--- config.mk ---
export PLATFORM = sky130hd
export DESIGN_NAME = dual_psg_tone_noise_mixer_flat
export DESIGN_NICKNAME = d
export VERILOG_FILES = /design/src/dpsg_pkg.sv /design/src/dpsg_item_if.sv /design/src/dpsg_result_if.sv /design/src/dpsg_ctrl.sv /design/src/dpsg_dp.sv /design/src/dual_psg_tone_noise_mixer.sv /design/src/flat_wrapper.sv
export SDC_FILE = /design/constraint.sdc
export NUM_CORES = 2
export LEC_CHECK = 0
export ABC_AREA = 1
export BUFFER_PORTS_ARGS = -buffer_cell sky130_fd_sc_hd__buf_4
export CORE_UTILIZATION = 60
export DETAILED_ROUTE_END_ITERATION = 10
export GPL_TIMING_DRIVEN = 0
export HOLD_SLACK_MARGIN = 0.06
export PLACE_DENSITY = 0.81
export SETUP_SLACK_MARGIN = 0.2
export SKIP_CTS_REPAIR_TIMING = 1
export SLEW_MARGIN = 15
export SYNTH_ARGS = -nofsm -noshare
export SYNTH_HDL_FRONTEND = slang
export SYNTH_SLANG_ARGS = --single-unit
--- constraint.sdc ---
create_clock -name clk -period 11.1 [get_ports clk]
set_input_delay 0.555 -clock clk [delete_from_list [all_inputs] [get_ports clk]]
set_output_delay 0.555 -clock clk [all_outputs]
set_load 0.02 [all_outputs]
--- src/dpsg_pkg.sv ---
`default_nettype none
package dpsg_pkg;

  localparam int PER_W    = 28;
  localparam int REG_W    = 10;
  localparam int STEP_W   = 16;
  localparam int GAIN_W   = 14;
  localparam int SAMPLE_W = 15;
  localparam int LFSR_W   = 17;

  localparam logic [STEP_W-1:0]   STEP_RESET    = 16'd15052;
  localparam logic [REG_W-1:0]    ATTEN_RESET   = 10'h00f;
  localparam logic [LFSR_W-1:0]   WHITE_TAPS    = 17'h14002;
  localparam logic [LFSR_W-1:0]   PERIODIC_TAPS = 17'h08000;
  localparam logic [LFSR_W-1:0]   SHIFT_PRESET  = 17'h00f35;
  localparam logic [SAMPLE_W-1:0] FULL_SCALE    = 15'h7fff;

  localparam logic OP_WRITE = 1'b0;
  localparam logic OP_TICK  = 1'b1;

  localparam logic CHIP_TONE  = 1'b0;
  localparam logic CHIP_NOISE = 1'b1;

  localparam logic [2:0] REG_TONE0_PER  = 3'd0;
  localparam logic [2:0] REG_TONE1_PER  = 3'd2;
  localparam logic [2:0] REG_TONE2_PER  = 3'd4;
  localparam logic [2:0] REG_NOISE_CTRL = 3'd6;

  localparam logic [1:0] NOISE_RATE_TONE2 = 2'd3;

  localparam logic [1:0] CHAN_FIRST     = 2'd0;
  localparam logic [1:0] CHAN_LAST_TONE = 2'd2;
  localparam logic [1:0] CHAN_NOISE     = 2'd3;

  typedef struct packed {
    logic       do_write;
    logic       tone_start;
    logic       div_step;
    logic       tone_fin;
    logic       noise_start;
    logic       noise_step;
    logic       mac;
    logic       load_out;
    logic [1:0] chan;
  } cmd_t;

  typedef struct packed {
    logic wrap;
    logic div_done;
    logic noise_done;
    logic out_busy;
  } status_t;

  function automatic logic [GAIN_W-1:0] gain_lookup(input logic [3:0] atten);
    logic [GAIN_W-1:0] g;
    case (atten)
      4'd0:    g = 14'd10922;
      4'd1:    g = 14'd8675;
      4'd2:    g = 14'd6891;
      4'd3:    g = 14'd5473;
      4'd4:    g = 14'd4348;
      4'd5:    g = 14'd3453;
      4'd6:    g = 14'd2743;
      4'd7:    g = 14'd2179;
      4'd8:    g = 14'd1731;
      4'd9:    g = 14'd1374;
      4'd10:   g = 14'd1092;
      4'd11:   g = 14'd867;
      4'd12:   g = 14'd689;
      4'd13:   g = 14'd547;
      4'd14:   g = 14'd434;
      default: g = 14'd0;
    endcase
    return g;
  endfunction

endpackage
`default_nettype wire

--- src/dpsg_item_if.sv ---
`default_nettype none
interface dpsg_item_if;
  logic       valid;
  logic       ready;
  logic       operation;
  logic       chip_select;
  logic [7:0] write_data;

  modport source(output valid, output operation, output chip_select, output write_data,
                 input ready);
  modport sink(input valid, input operation, input chip_select, input write_data,
               output ready);
endinterface
`default_nettype wire

--- src/dpsg_result_if.sv ---
`default_nettype none
interface dpsg_result_if;
  logic        valid;
  logic        ready;
  logic [14:0] sample;

  modport source(output valid, output sample, input ready);
  modport sink(input valid, input sample, output ready);
endinterface
`default_nettype wire

--- src/dpsg_ctrl.sv ---
`default_nettype none
module dpsg_ctrl (
  input  wire logic            clk,
  input  wire logic            rst,
  input  wire logic            item_valid,
  input  wire logic            item_op,
  output logic                 item_ready,
  input  wire dpsg_pkg::status_t st,
  output dpsg_pkg::cmd_t       cmd
);

  localparam logic [3:0] S_IDLE   = 4'd0;
  localparam logic [3:0] S_TSTART = 4'd1;
  localparam logic [3:0] S_DIV    = 4'd2;
  localparam logic [3:0] S_TFIN   = 4'd3;
  localparam logic [3:0] S_MAC    = 4'd4;
  localparam logic [3:0] S_NSTART = 4'd5;
  localparam logic [3:0] S_NOISE  = 4'd6;
  localparam logic [3:0] S_OUT    = 4'd7;

  logic [3:0] state, state_next;
  logic [1:0] chan, chan_next;

  always_comb begin
    state_next = state;
    chan_next  = chan;
    cmd        = '0;
    cmd.chan   = chan;
    item_ready = 1'b0;
    case (state)
      S_IDLE: begin
        item_ready = 1'b1;
        if (item_valid) begin
          if (item_op == dpsg_pkg::OP_TICK) begin
            state_next = S_TSTART;
            chan_next  = dpsg_pkg::CHAN_FIRST;
          end else begin
            cmd.do_write = 1'b1;
          end
        end
      end
      S_TSTART: begin
        cmd.tone_start = 1'b1;
        state_next     = S_DIV;
      end
      S_DIV: begin
        if (!st.wrap || st.div_done) begin
          state_next = S_TFIN;
        end else begin
          cmd.div_step = 1'b1;
        end
      end
      S_TFIN: begin
        cmd.tone_fin = 1'b1;
        state_next   = S_MAC;
      end
      S_MAC: begin
        cmd.mac = 1'b1;
        if (chan == dpsg_pkg::CHAN_NOISE) begin
          state_next = S_OUT;
        end else if (chan == dpsg_pkg::CHAN_LAST_TONE) begin
          chan_next  = dpsg_pkg::CHAN_NOISE;
          state_next = S_NSTART;
        end else begin
          chan_next  = chan + 2'd1;
          state_next = S_TSTART;
        end
      end
      S_NSTART: begin
        cmd.noise_start = 1'b1;
        state_next      = S_NOISE;
      end
      S_NOISE: begin
        if (st.noise_done) begin
          state_next = S_MAC;
        end else begin
          cmd.noise_step = 1'b1;
        end
      end
      S_OUT: begin
        if (!st.out_busy) begin
          cmd.load_out = 1'b1;
          state_next   = S_IDLE;
        end
      end
      default: begin
        state_next = S_IDLE;
      end
    endcase
  end

  always_ff @(posedge clk) begin
    if (rst) begin
      state <= S_IDLE;
      chan  <= dpsg_pkg::CHAN_FIRST;
    end else begin
      state <= state_next;
      chan  <= chan_next;
    end
  end

endmodule
`default_nettype wire

--- src/dpsg_dp.sv ---
`default_nettype none
module dpsg_dp #(
  parameter int FRAC_BITS = 16
) (
  input  wire logic                  clk,
  input  wire logic                  rst,
  input  wire logic                  cfg_we,
  input  wire logic [15:0]           cfg_wdata,
  input  wire logic                  chip,
  input  wire logic [7:0]            data,
  input  wire dpsg_pkg::cmd_t        cmd,
  output dpsg_pkg::status_t          st,
  output logic                       res_valid,
  input  wire logic                  res_ready,
  output logic [14:0]                res_sample
);

  localparam int PER_W  = dpsg_pkg::PER_W;
  localparam int ONE_W  = FRAC_BITS + 1;
  localparam int C_W    = PER_W + 1;
  localparam int V_W    = PER_W + 3;
  localparam int CNT_W  = $clog2(FRAC_BITS + 1);
  localparam int PROD_W = ONE_W + dpsg_pkg::GAIN_W;
  localparam int ACC_W  = PROD_W + 2;

  localparam logic [ONE_W-1:0] ONE = {1'b1, {FRAC_BITS{1'b0}}};
  localparam logic signed [C_W-1:0] ONE_C = {{(C_W - ONE_W){1'b0}}, ONE};
  localparam logic [ACC_W-1:0] CAP =
    {{(ACC_W - dpsg_pkg::SAMPLE_W - FRAC_BITS){1'b0}}, dpsg_pkg::FULL_SCALE,
     {FRAC_BITS{1'b0}}};
  localparam logic [CNT_W-1:0] DIV_STEPS = CNT_W'(FRAC_BITS);

  // Generator state.
  logic [15:0]              update_step;
  logic [9:0]               regs  [2][8];
  logic [2:0]               latch [2];
  logic [PER_W-1:0]         per   [2][4];
  logic [13:0]              gain  [2][4];
  // Entries 0..2 are the tone chip's tones, entry 3 the noise chip's noise.
  logic signed [C_W-1:0]    cd    [4];
  logic [3:0]               lv;
  logic [16:0]              lfsr;
  logic                     white;

  // Step working registers.
  logic signed [C_W-1:0]    csub;
  logic                     wrap;
  logic [FRAC_BITS-1:0]     nshift, nval, quo;
  logic [PER_W-1:0]         rem;
  logic [CNT_W-1:0]         dcnt;
  logic [ONE_W-1:0]         left;
  logic signed [V_W-1:0]    nacc;
  logic [ONE_W-1:0]         hi;
  logic [ACC_W-1:0]         acc0, acc1;

  // Register write decode.
  logic                     wr_latch, is_period;
  logic [2:0]               wr_reg;
  logic [9:0]               cur, wr_val;
  logic [15:0]              eff;
  logic [25:0]              prod_p;
  logic [PER_W-1:0]         period_val, noise_per;

  always_comb begin
    wr_latch   = data[7];
    wr_reg     = wr_latch ? data[6:4] : latch[chip];
    cur        = regs[chip][wr_reg];
    wr_val     = wr_latch ? {cur[9:4], data[3:0]} : {data[5:0], cur[3:0]};
    is_period  = wr_reg inside {dpsg_pkg::REG_TONE0_PER, dpsg_pkg::REG_TONE1_PER,
                                dpsg_pkg::REG_TONE2_PER};
    eff        = (update_step == 16'd0) ? 16'd1 : update_step;
    prod_p     = eff * wr_val;
    period_val = (prod_p == 26'd0) ? PER_W'(eff) : PER_W'(prod_p);
    if (wr_val[1:0] == dpsg_pkg::NOISE_RATE_TONE2) begin
      noise_per = {per[chip][2][PER_W-2:0], 1'b0};
    end else begin
      noise_per = PER_W'(eff) << (3'd5 + 3'(wr_val[1:0]));
    end
  end

  // Channel selection.
  logic [PER_W-1:0]         p_sel;
  logic [13:0]              g_sel;
  always_comb begin
    if (cmd.chan == dpsg_pkg::CHAN_NOISE) begin
      p_sel = per[dpsg_pkg::CHIP_NOISE][dpsg_pkg::CHAN_NOISE];
      g_sel = gain[dpsg_pkg::CHIP_NOISE][dpsg_pkg::CHAN_NOISE];
    end else begin
      p_sel = per[dpsg_pkg::CHIP_TONE][cmd.chan];
      g_sel = gain[dpsg_pkg::CHIP_TONE][cmd.chan];
    end
  end

  // Tone start and divider step.
  logic signed [C_W-1:0]    csub_next;
  logic [PER_W:0]           rem_sh, rem_diff;
  logic                     ge;
  always_comb begin
    csub_next = cd[cmd.chan] - ONE_C;
    rem_sh    = {rem, nshift[FRAC_BITS-1]};
    rem_diff  = rem_sh - {1'b0, p_sel};
    ge        = rem_sh >= {1'b0, p_sel};
  end

  // Square channel finish: new countdown, level and high time.
  logic signed [V_W-1:0]    vc, vp, vr, vn, vs, v0, vsum, vhalf, vcnew, vtone;
  logic                     qodd, newl;
  always_comb begin
    vc    = V_W'(cd[cmd.chan]);
    vp    = $signed(V_W'(p_sel));
    vr    = $signed(V_W'(rem));
    vn    = $signed(V_W'(nval));
    vs    = V_W'(csub);
    v0    = lv[cmd.chan] ? vc : '0;
    qodd  = quo[0];
    vsum  = qodd ? (vn - vr + vp) : (vn - vr);
    vhalf = vsum >>> 1;
    if (wrap) begin
      newl  = lv[cmd.chan] ^ ~qodd;
      vcnew = vp - vr;
      vtone = v0 + vhalf + ((!qodd && newl) ? vp : '0) - (newl ? vcnew : '0);
    end else begin
      newl  = lv[cmd.chan];
      vcnew = vs;
      vtone = v0 - (lv[cmd.chan] ? vs : '0);
    end
  end

  // Noise step: advance to the next shift or to the end of the sample.
  logic signed [V_W-1:0]    nc, nl, nnext, nc2, nc3, np;
  logic                     nev, nla;
  logic [16:0]              sfb, snew;
  always_comb begin
    nc    = V_W'(cd[dpsg_pkg::CHAN_NOISE]);
    nl    = $signed(V_W'(left));
    np    = $signed(V_W'(per[dpsg_pkg::CHIP_NOISE][dpsg_pkg::CHAN_NOISE]));
    if (nc <= 0) begin
      nnext = nl;
    end else begin
      nnext = (nc < nl) ? nc : nl;
    end
    nc2   = nc - nnext;
    nev   = (nc2 <= 0);
    sfb   = lfsr[0] ? (lfsr ^ (white ? dpsg_pkg::WHITE_TAPS : dpsg_pkg::PERIODIC_TAPS))
                    : lfsr;
    snew  = sfb >> 1;
    nla   = nev ? snew[0] : lv[dpsg_pkg::CHAN_NOISE];
    nc3   = nev ? (nc2 + np) : nc2;
  end

  // Gain multiply.
  logic [ONE_W-1:0]         mac_in;
  logic [PROD_W-1:0]        prod;
  always_comb begin
    mac_in = (cmd.chan == dpsg_pkg::CHAN_NOISE) ? nacc[ONE_W-1:0] : hi;
    prod   = mac_in * g_sel;
  end

  // Per-chip saturation and the final mix.
  logic [14:0]              s0, s1;
  logic [15:0]              mix;
  always_comb begin
    s0  = (acc0 > CAP) ? dpsg_pkg::FULL_SCALE : acc0[FRAC_BITS +: 15];
    s1  = (acc1 > CAP) ? dpsg_pkg::FULL_SCALE : acc1[FRAC_BITS +: 15];
    mix = {1'b0, s0} + {1'b0, s1};
  end

  always_comb begin
    st.wrap       = wrap;
    st.div_done   = (dcnt == '0);
    st.noise_done = (left == '0);
    st.out_busy   = res_valid && !res_ready;
  end

  always_ff @(posedge clk) begin
    if (rst) begin
      update_step <= dpsg_pkg::STEP_RESET;
      for (int c = 0; c < 2; c++) begin
        latch[c] <= 3'd0;
        for (int i = 0; i < 8; i++) begin
          regs[c][i] <= i[0] ? dpsg_pkg::ATTEN_RESET : 10'd0;
        end
        for (int i = 0; i < 4; i++) begin
          per[c][i]  <= PER_W'(dpsg_pkg::STEP_RESET);
          gain[c][i] <= 14'd0;
        end
      end
      for (int i = 0; i < 4; i++) begin
        cd[i] <= C_W'(dpsg_pkg::STEP_RESET);
      end
      lv        <= 4'd0;
      lfsr      <= 17'd0;
      white     <= 1'b0;
      wrap      <= 1'b0;
      dcnt      <= '0;
      left      <= '0;
      res_valid <= 1'b0;
    end else begin
      if (cfg_we) begin
        update_step <= cfg_wdata;
      end

      if (cmd.do_write) begin
        if (wr_latch) begin
          latch[chip] <= wr_reg;
        end
        if (wr_latch || is_period) begin
          regs[chip][wr_reg] <= wr_val;
        end
        if (is_period) begin
          per[chip][wr_reg[2:1]] <= period_val;
          if (wr_reg == dpsg_pkg::REG_TONE2_PER &&
              regs[chip][dpsg_pkg::REG_NOISE_CTRL][1:0] == dpsg_pkg::NOISE_RATE_TONE2) begin
            per[chip][3] <= {period_val[PER_W-2:0], 1'b0};
          end
        end else if (wr_latch && wr_reg == dpsg_pkg::REG_NOISE_CTRL) begin
          per[chip][3] <= noise_per;
          if (chip == dpsg_pkg::CHIP_NOISE) begin
            white                     <= wr_val[2];
            lfsr                      <= dpsg_pkg::SHIFT_PRESET;
            lv[dpsg_pkg::CHAN_NOISE]  <= dpsg_pkg::SHIFT_PRESET[0];
          end
        end else if (wr_latch) begin
          gain[chip][wr_reg[2:1]] <= dpsg_pkg::gain_lookup(data[3:0]);
        end
      end

      if (cmd.tone_start) begin
        csub   <= csub_next;
        wrap   <= (csub_next <= 0);
        nshift <= FRAC_BITS'(-csub_next);
        nval   <= FRAC_BITS'(-csub_next);
        rem    <= '0;
        quo    <= '0;
        dcnt   <= DIV_STEPS;
      end

      if (cmd.div_step) begin
        rem    <= ge ? rem_diff[PER_W-1:0] : rem_sh[PER_W-1:0];
        quo    <= {quo[FRAC_BITS-2:0], ge};
        nshift <= nshift << 1;
        dcnt   <= dcnt - CNT_W'(1);
      end

      if (cmd.tone_fin) begin
        cd[cmd.chan] <= C_W'(vcnew);
        lv[cmd.chan] <= newl;
        hi           <= vtone[ONE_W-1:0];
      end

      if (cmd.noise_start) begin
        left <= ONE;
        nacc <= '0;
      end

      if (cmd.noise_step) begin
        nacc <= nacc + (lv[dpsg_pkg::CHAN_NOISE] ? nc : '0) - (nla ? nc2 : '0);
        cd[dpsg_pkg::CHAN_NOISE] <= C_W'(nc3);
        lv[dpsg_pkg::CHAN_NOISE] <= nla;
        if (nev) begin
          lfsr <= snew;
        end
        left <= left - nnext[ONE_W-1:0];
      end

      if (cmd.mac) begin
        if (cmd.chan == dpsg_pkg::CHAN_NOISE) begin
          acc1 <= ACC_W'(prod);
        end else if (cmd.chan == dpsg_pkg::CHAN_FIRST) begin
          acc0 <= ACC_W'(prod);
        end else begin
          acc0 <= acc0 + ACC_W'(prod);
        end
      end

      if (cmd.load_out) begin
        res_valid  <= 1'b1;
        res_sample <= mix[15:1];
      end else if (res_ready) begin
        res_valid <= 1'b0;
      end
    end
  end

endmodule
`default_nettype wire

--- src/dual_psg_tone_noise_mixer.sv ---
// Dual sound generator mixer. Two three-tone, one-noise generators (a tone chip and a
// noise chip) take register bytes on the item channel with operation 0, chip_select
// choosing the chip; such an item is handled while the block stays idle and gives no
// result. An item with operation 1 advances the tone chip's three tone counters and
// the noise chip's noise counter by one output sample and yields one 15-bit sample:
// the average of the tone chip's summed three tones and the noise chip's noise channel,
// each clipped to full scale, with each channel weighted by its attenuation. update_step
// is written through cfg_we/cfg_wdata; the user must write it only while the block is
// idle, as the block itself does not enforce this; it scales tone and noise periods at
// the next register write. For each tone the controller starts the countdown, runs a
// restoring divider shared by the tones when the countdown wraps in the sample, which
// resolves one quotient bit per cycle, then finishes the tone and weights it; the noise
// channel is then walked one shift register step per cycle and weighted, and the mix follows.
// The finished sample sits in an output register, so a new item is taken while the
// previous sample still waits to be read.
`default_nettype none
module dual_psg_tone_noise_mixer #(
  parameter int FRAC_BITS = 16
) (
  input  wire logic           clk,
  input  wire logic           rst,
  input  wire logic           cfg_we,
  input  wire logic [15:0]    cfg_wdata,
  dpsg_item_if.sink           item,
  dpsg_result_if.source       result
);

  dpsg_pkg::cmd_t    cmd;
  dpsg_pkg::status_t st;

  // The controller sequences the tones, the noise walk and the mix; it accepts an
  // item only when idle.
  dpsg_ctrl u_ctrl (
    .clk        (clk),
    .rst        (rst),
    .item_valid (item.valid),
    .item_op    (item.operation),
    .item_ready (item.ready),
    .st         (st),
    .cmd        (cmd)
  );

  // The datapath holds the register files, counters, shift register, divider,
  // gain multiplier and the output register.
  dpsg_dp #(
    .FRAC_BITS (FRAC_BITS)
  ) u_dp (
    .clk        (clk),
    .rst        (rst),
    .cfg_we     (cfg_we),
    .cfg_wdata  (cfg_wdata),
    .chip       (item.chip_select),
    .data       (item.write_data),
    .cmd        (cmd),
    .st         (st),
    .res_valid  (result.valid),
    .res_ready  (result.ready),
    .res_sample (result.sample)
  );

endmodule
`default_nettype wire

--- src/flat_wrapper.sv ---
// flat-port wrapper written by rule: the top's interface ports become plain ports
module dual_psg_tone_noise_mixer_flat 
#(
  parameter int FRAC_BITS = 16
)
  (clk, rst, cfg_we, cfg_wdata, item_valid, item_operation, item_chip_select, item_write_data, item_ready, result_valid, result_sample, result_ready);
  dpsg_item_if item_i ();
  dpsg_result_if result_i ();
  input  wire logic clk;
  input  wire logic rst;
  input  wire logic cfg_we;
  input  wire logic [15:0] cfg_wdata;
  input wire logic [$bits(item_i.valid)-1:0] item_valid;
  input wire logic [$bits(item_i.operation)-1:0] item_operation;
  input wire logic [$bits(item_i.chip_select)-1:0] item_chip_select;
  input wire logic [$bits(item_i.write_data)-1:0] item_write_data;
  output wire logic [$bits(item_i.ready)-1:0] item_ready;
  output wire logic [$bits(result_i.valid)-1:0] result_valid;
  output wire logic [$bits(result_i.sample)-1:0] result_sample;
  input wire logic [$bits(result_i.ready)-1:0] result_ready;
  assign item_i.valid = item_valid;
  assign item_i.operation = item_operation;
  assign item_i.chip_select = item_chip_select;
  assign item_i.write_data = item_write_data;
  assign item_ready = item_i.ready;
  assign result_valid = result_i.valid;
  assign result_sample = result_i.sample;
  assign result_i.ready = result_ready;
  dual_psg_tone_noise_mixer #(.FRAC_BITS(FRAC_BITS)) u_core (.clk(clk), .rst(rst), .cfg_we(cfg_we), .cfg_wdata(cfg_wdata), .item(item_i), .result(result_i));
endmodule
==> key figures <==
Outcome
  • Status: complete, no violations

Drt
  • Detailed Route WL: 207000 um
  • Drt drc: 0
  • Drt via density: 6.07
  • Number of routed nets with antenna violations: 0
  • Wire per inst: 22.1 um
  • Via Count: 56.7k
  • Iteration count of the initial detailed-routing pass: 8
  • Initial drt markers: 7410

Placed design
  • Area after DPL: 0.0649 mm^2
  • Place WS: -0.794 ns
  • Dpl hpwl: 163000 um
  • IO buf count: 43
  • Gpl congestion: 0.991

Worst setup path
  • Crit start category: flop
  • CP delay by family, top: adder cells
  • WP buf/inv: 9
  • Worst path slowest cell: o21ai_2
  • Crit Path Category: flop to flop
  • Largest stage delay on the critical path: 0.59 ns
  • Arrival @ worst endpoint: 10.88 ns
  • Worst EP required: 11.54 ns
  • Crit. End Element: flop
  • Worst-path fanout max: 12

STA
  • Rel. slew slack: 0.0763
  • Period minus WS final: 10.44 ns
  • Setup Skew: 0.0638 ns
  • Fin. Hold Viols: 0
  • Final setup fails: 0
  • Final Worst Setup Slack: 0.657 ns
  • Worst Max-Slew Pin Slew: 1.37 ns
  • FMAX: 95.8 MHz
  • Slew Limit Fails: 0
  • RSZ-0062 raised after global routing: no
  • Fin crit share: 0.941

GRT
  • GR Util met2: 0.582
  • Busiest grt layer: met2
  • GRT met3 Usage: 0.0826
  • Vias in the first global route: 53.2k
  • GRT met1 Usage: 0.518
  • GR Util All Layers: 0.386
  • Largest net degree at the start of global routing: 30
  • Initial antenna violation count: 5
  • Congestion Overflow GR: 0
  • First-pass GRT wire length: 311000 um

Logic synthesis
  • Yosys cell types: 68
  • Cell Area, Synth: 0.0626 mm^2
  • EDFF count, synth: 696
  • Post-synthesis register bit count: 765
  • Synth top area cells: edfxtp_1 33%, fa_1 11%, nand2_1 9.3%
  • Mapped Cells: 7735
  • Leading area contributor after synthesis: edfxtp_1
  • Syn_area_per_cell: 8.09 um^2
  • Count leader, synth: nand2_1
  • Sequential fraction of the synthesis area: 0.356
  • Yosys warns: 0
  • Post-synth top area share: 0.334
  • Top FF cell, synth: edfxtp_1
  • Mapped Nets: 8525
  • Async SR Flop Fraction: 0
  • Top cells by count, synth: 1552 x nand2_1, 1110 x inv_1, 1031 x nor2_1

Final layout
  • Nets: 8672
  • Final Cell Area: 0.0679 mm^2
  • Multi-input logic area: 0.0350 mm^2
  • Seq. cell area: 0.0223 mm^2
  • Final core occ: 0.656
  • Filler cells: 8594
  • Layout cells sized above 1: 0.0518
  • Area growth syn-to-layout: 8.46%

Clocking
  • Total clock buffers created by CTS: 84
  • CTS tree: built
  • Worst skew pair latency: 0.71 ns
  • Sinks on Clock Net: 765
  • Clock buffer depth: 3
  • Clk slew on worst S/H paths: 0.06 ns
  • Clock Root Buffer: clkbuf_16
  • CTS HTree Levels: 3

Floorplanning
  • Die Wd: 325 um
  • Die Y-Extent: 325 um
  • Core area: 0.103 mm^2
  • Die area: 0.106 mm^2
  • I/O Pins: 48
  • # rows: 118
  • Initial Utilization: 0.605

Flow run
  • Max-cap violations: 0

Min path
  • Hold crit path type: primary input to flop
==> state kept, by name, summed over array words and instances, names as in the netlist, 2 cells and up, named ones only <==
register,flops
u_core.u_dp.regs,160
u_core.u_dp.per,158
u_core.u_dp.cd,116
u_core.u_dp.gain,70
u_core.u_dp.acc0,33
u_core.u_dp.csub,29
u_core.u_dp.rem,28
u_core.u_dp.hi,17
u_core.u_dp.left,17
u_core.u_dp.lfsr,17
u_core.u_dp.nacc,17
u_core.u_dp.nshift,16
u_core.u_dp.update_step,16
u_core.u_dp.acc1,15
u_core.u_dp.nval,15
u_core.u_dp.res_sample,15
u_core.u_dp.latch,6
u_core.u_dp.dcnt,5
u_core.u_dp.lv,4
u_core.u_ctrl.state,3
u_core.u_ctrl.chan,2
==> logic make-up (layout without fill, tap and decap cells) <==
| logic type | count (synthesis) | count (layout) | share of synthesized area |
|---|---|---|---|
| fa+ha+maj | 759 | 759 | 0.193 |
| compound gates | 1421 | 1421 | 0.127 |
| buf+inv | 1443 | 1658 | 0.0876 |
| other cells | 1 | 6 | 0.0000599 |
| simple gates | 3106 | 3106 | 0.202 |
| mux | 19 | 19 | 0.00332 |
| flops | 765 | 765 | 0.356 |
| xor+xnor | 221 | 221 | 0.0311 |
==> worst reg2reg max path: cells and delay by family (launching register included) <==
family	cells	cell delay (ns)
compound gates	13	3.21
xor+xnor	1	0.27
fa+ha+maj	8	3.37
buf+inv	9	2.09
flops	1	0.57
simple gates	7	0.72
==> per-stage QoR <==
stage                     instances  TNS, ns  hold WS (ns)
after CTS                      9330    -7.19        0.0575
after global routing           9332        0        0.0934
final                          9335        0        0.0889
after detailed placement       9176    -8.44         0.456
after global placement         9158    -4.46         0.448
after floorplan                7735        0         0.436
==> per-layer routing <==
layer / routed length, um / vias up
met5: 0 / -
li1: - / 25700
met3: 24800 / 618
met1: 80000 / 26800
met2: 88800 / 3573
met4: 13000 / 0
==> cells in the final DEF, fill, tap and decap left out, types with 230 or more instances in the layout <==
cell         n
a21oi_1    538
clkbuf_1   230
edfxtp_1   696
fa_1       343
ha_1       416
inv_1     1108
nand2_1   1545
nand3_1    254
nor2_1    1025
o21ai_0    527
==> cell type report <==
type	count	share of cell area
antenna	5	0.000184
buffer	293	0.0177
clock buffer	101	0.0324
clock inverter	53	0.00905
inverter	1150	0.0636
multi-input combinational	5527	0.515
sequential	765	0.328
tap	1380	0.0254
timing repair buffer	61	0.00817
==> path summary, 6_finish.rpt <==
kind | start | cells after the start | slack [ns] | endpoint
worst max-delay path | u_core.u_ctrl.chan[0] | 38 | 0.66 | u_core.u_dp.acc0[29]
worst min-delay path | cfg_wdata[9] | 3 | 0.09 | u_core.u_dp.update_step[9]
worst max register to register | u_core.u_ctrl.chan[0] | 38 | 0.66 | u_core.u_dp.acc0[29]
worst min register to register | u_core.u_dp.lfsr[16] | 2 | 0.47 | u_core.u_dp.lfsr[16]
Power is left out: the tool's default activity adds up to more than one toggle a clock period on the data nets, which glitch-free logic cannot reach.
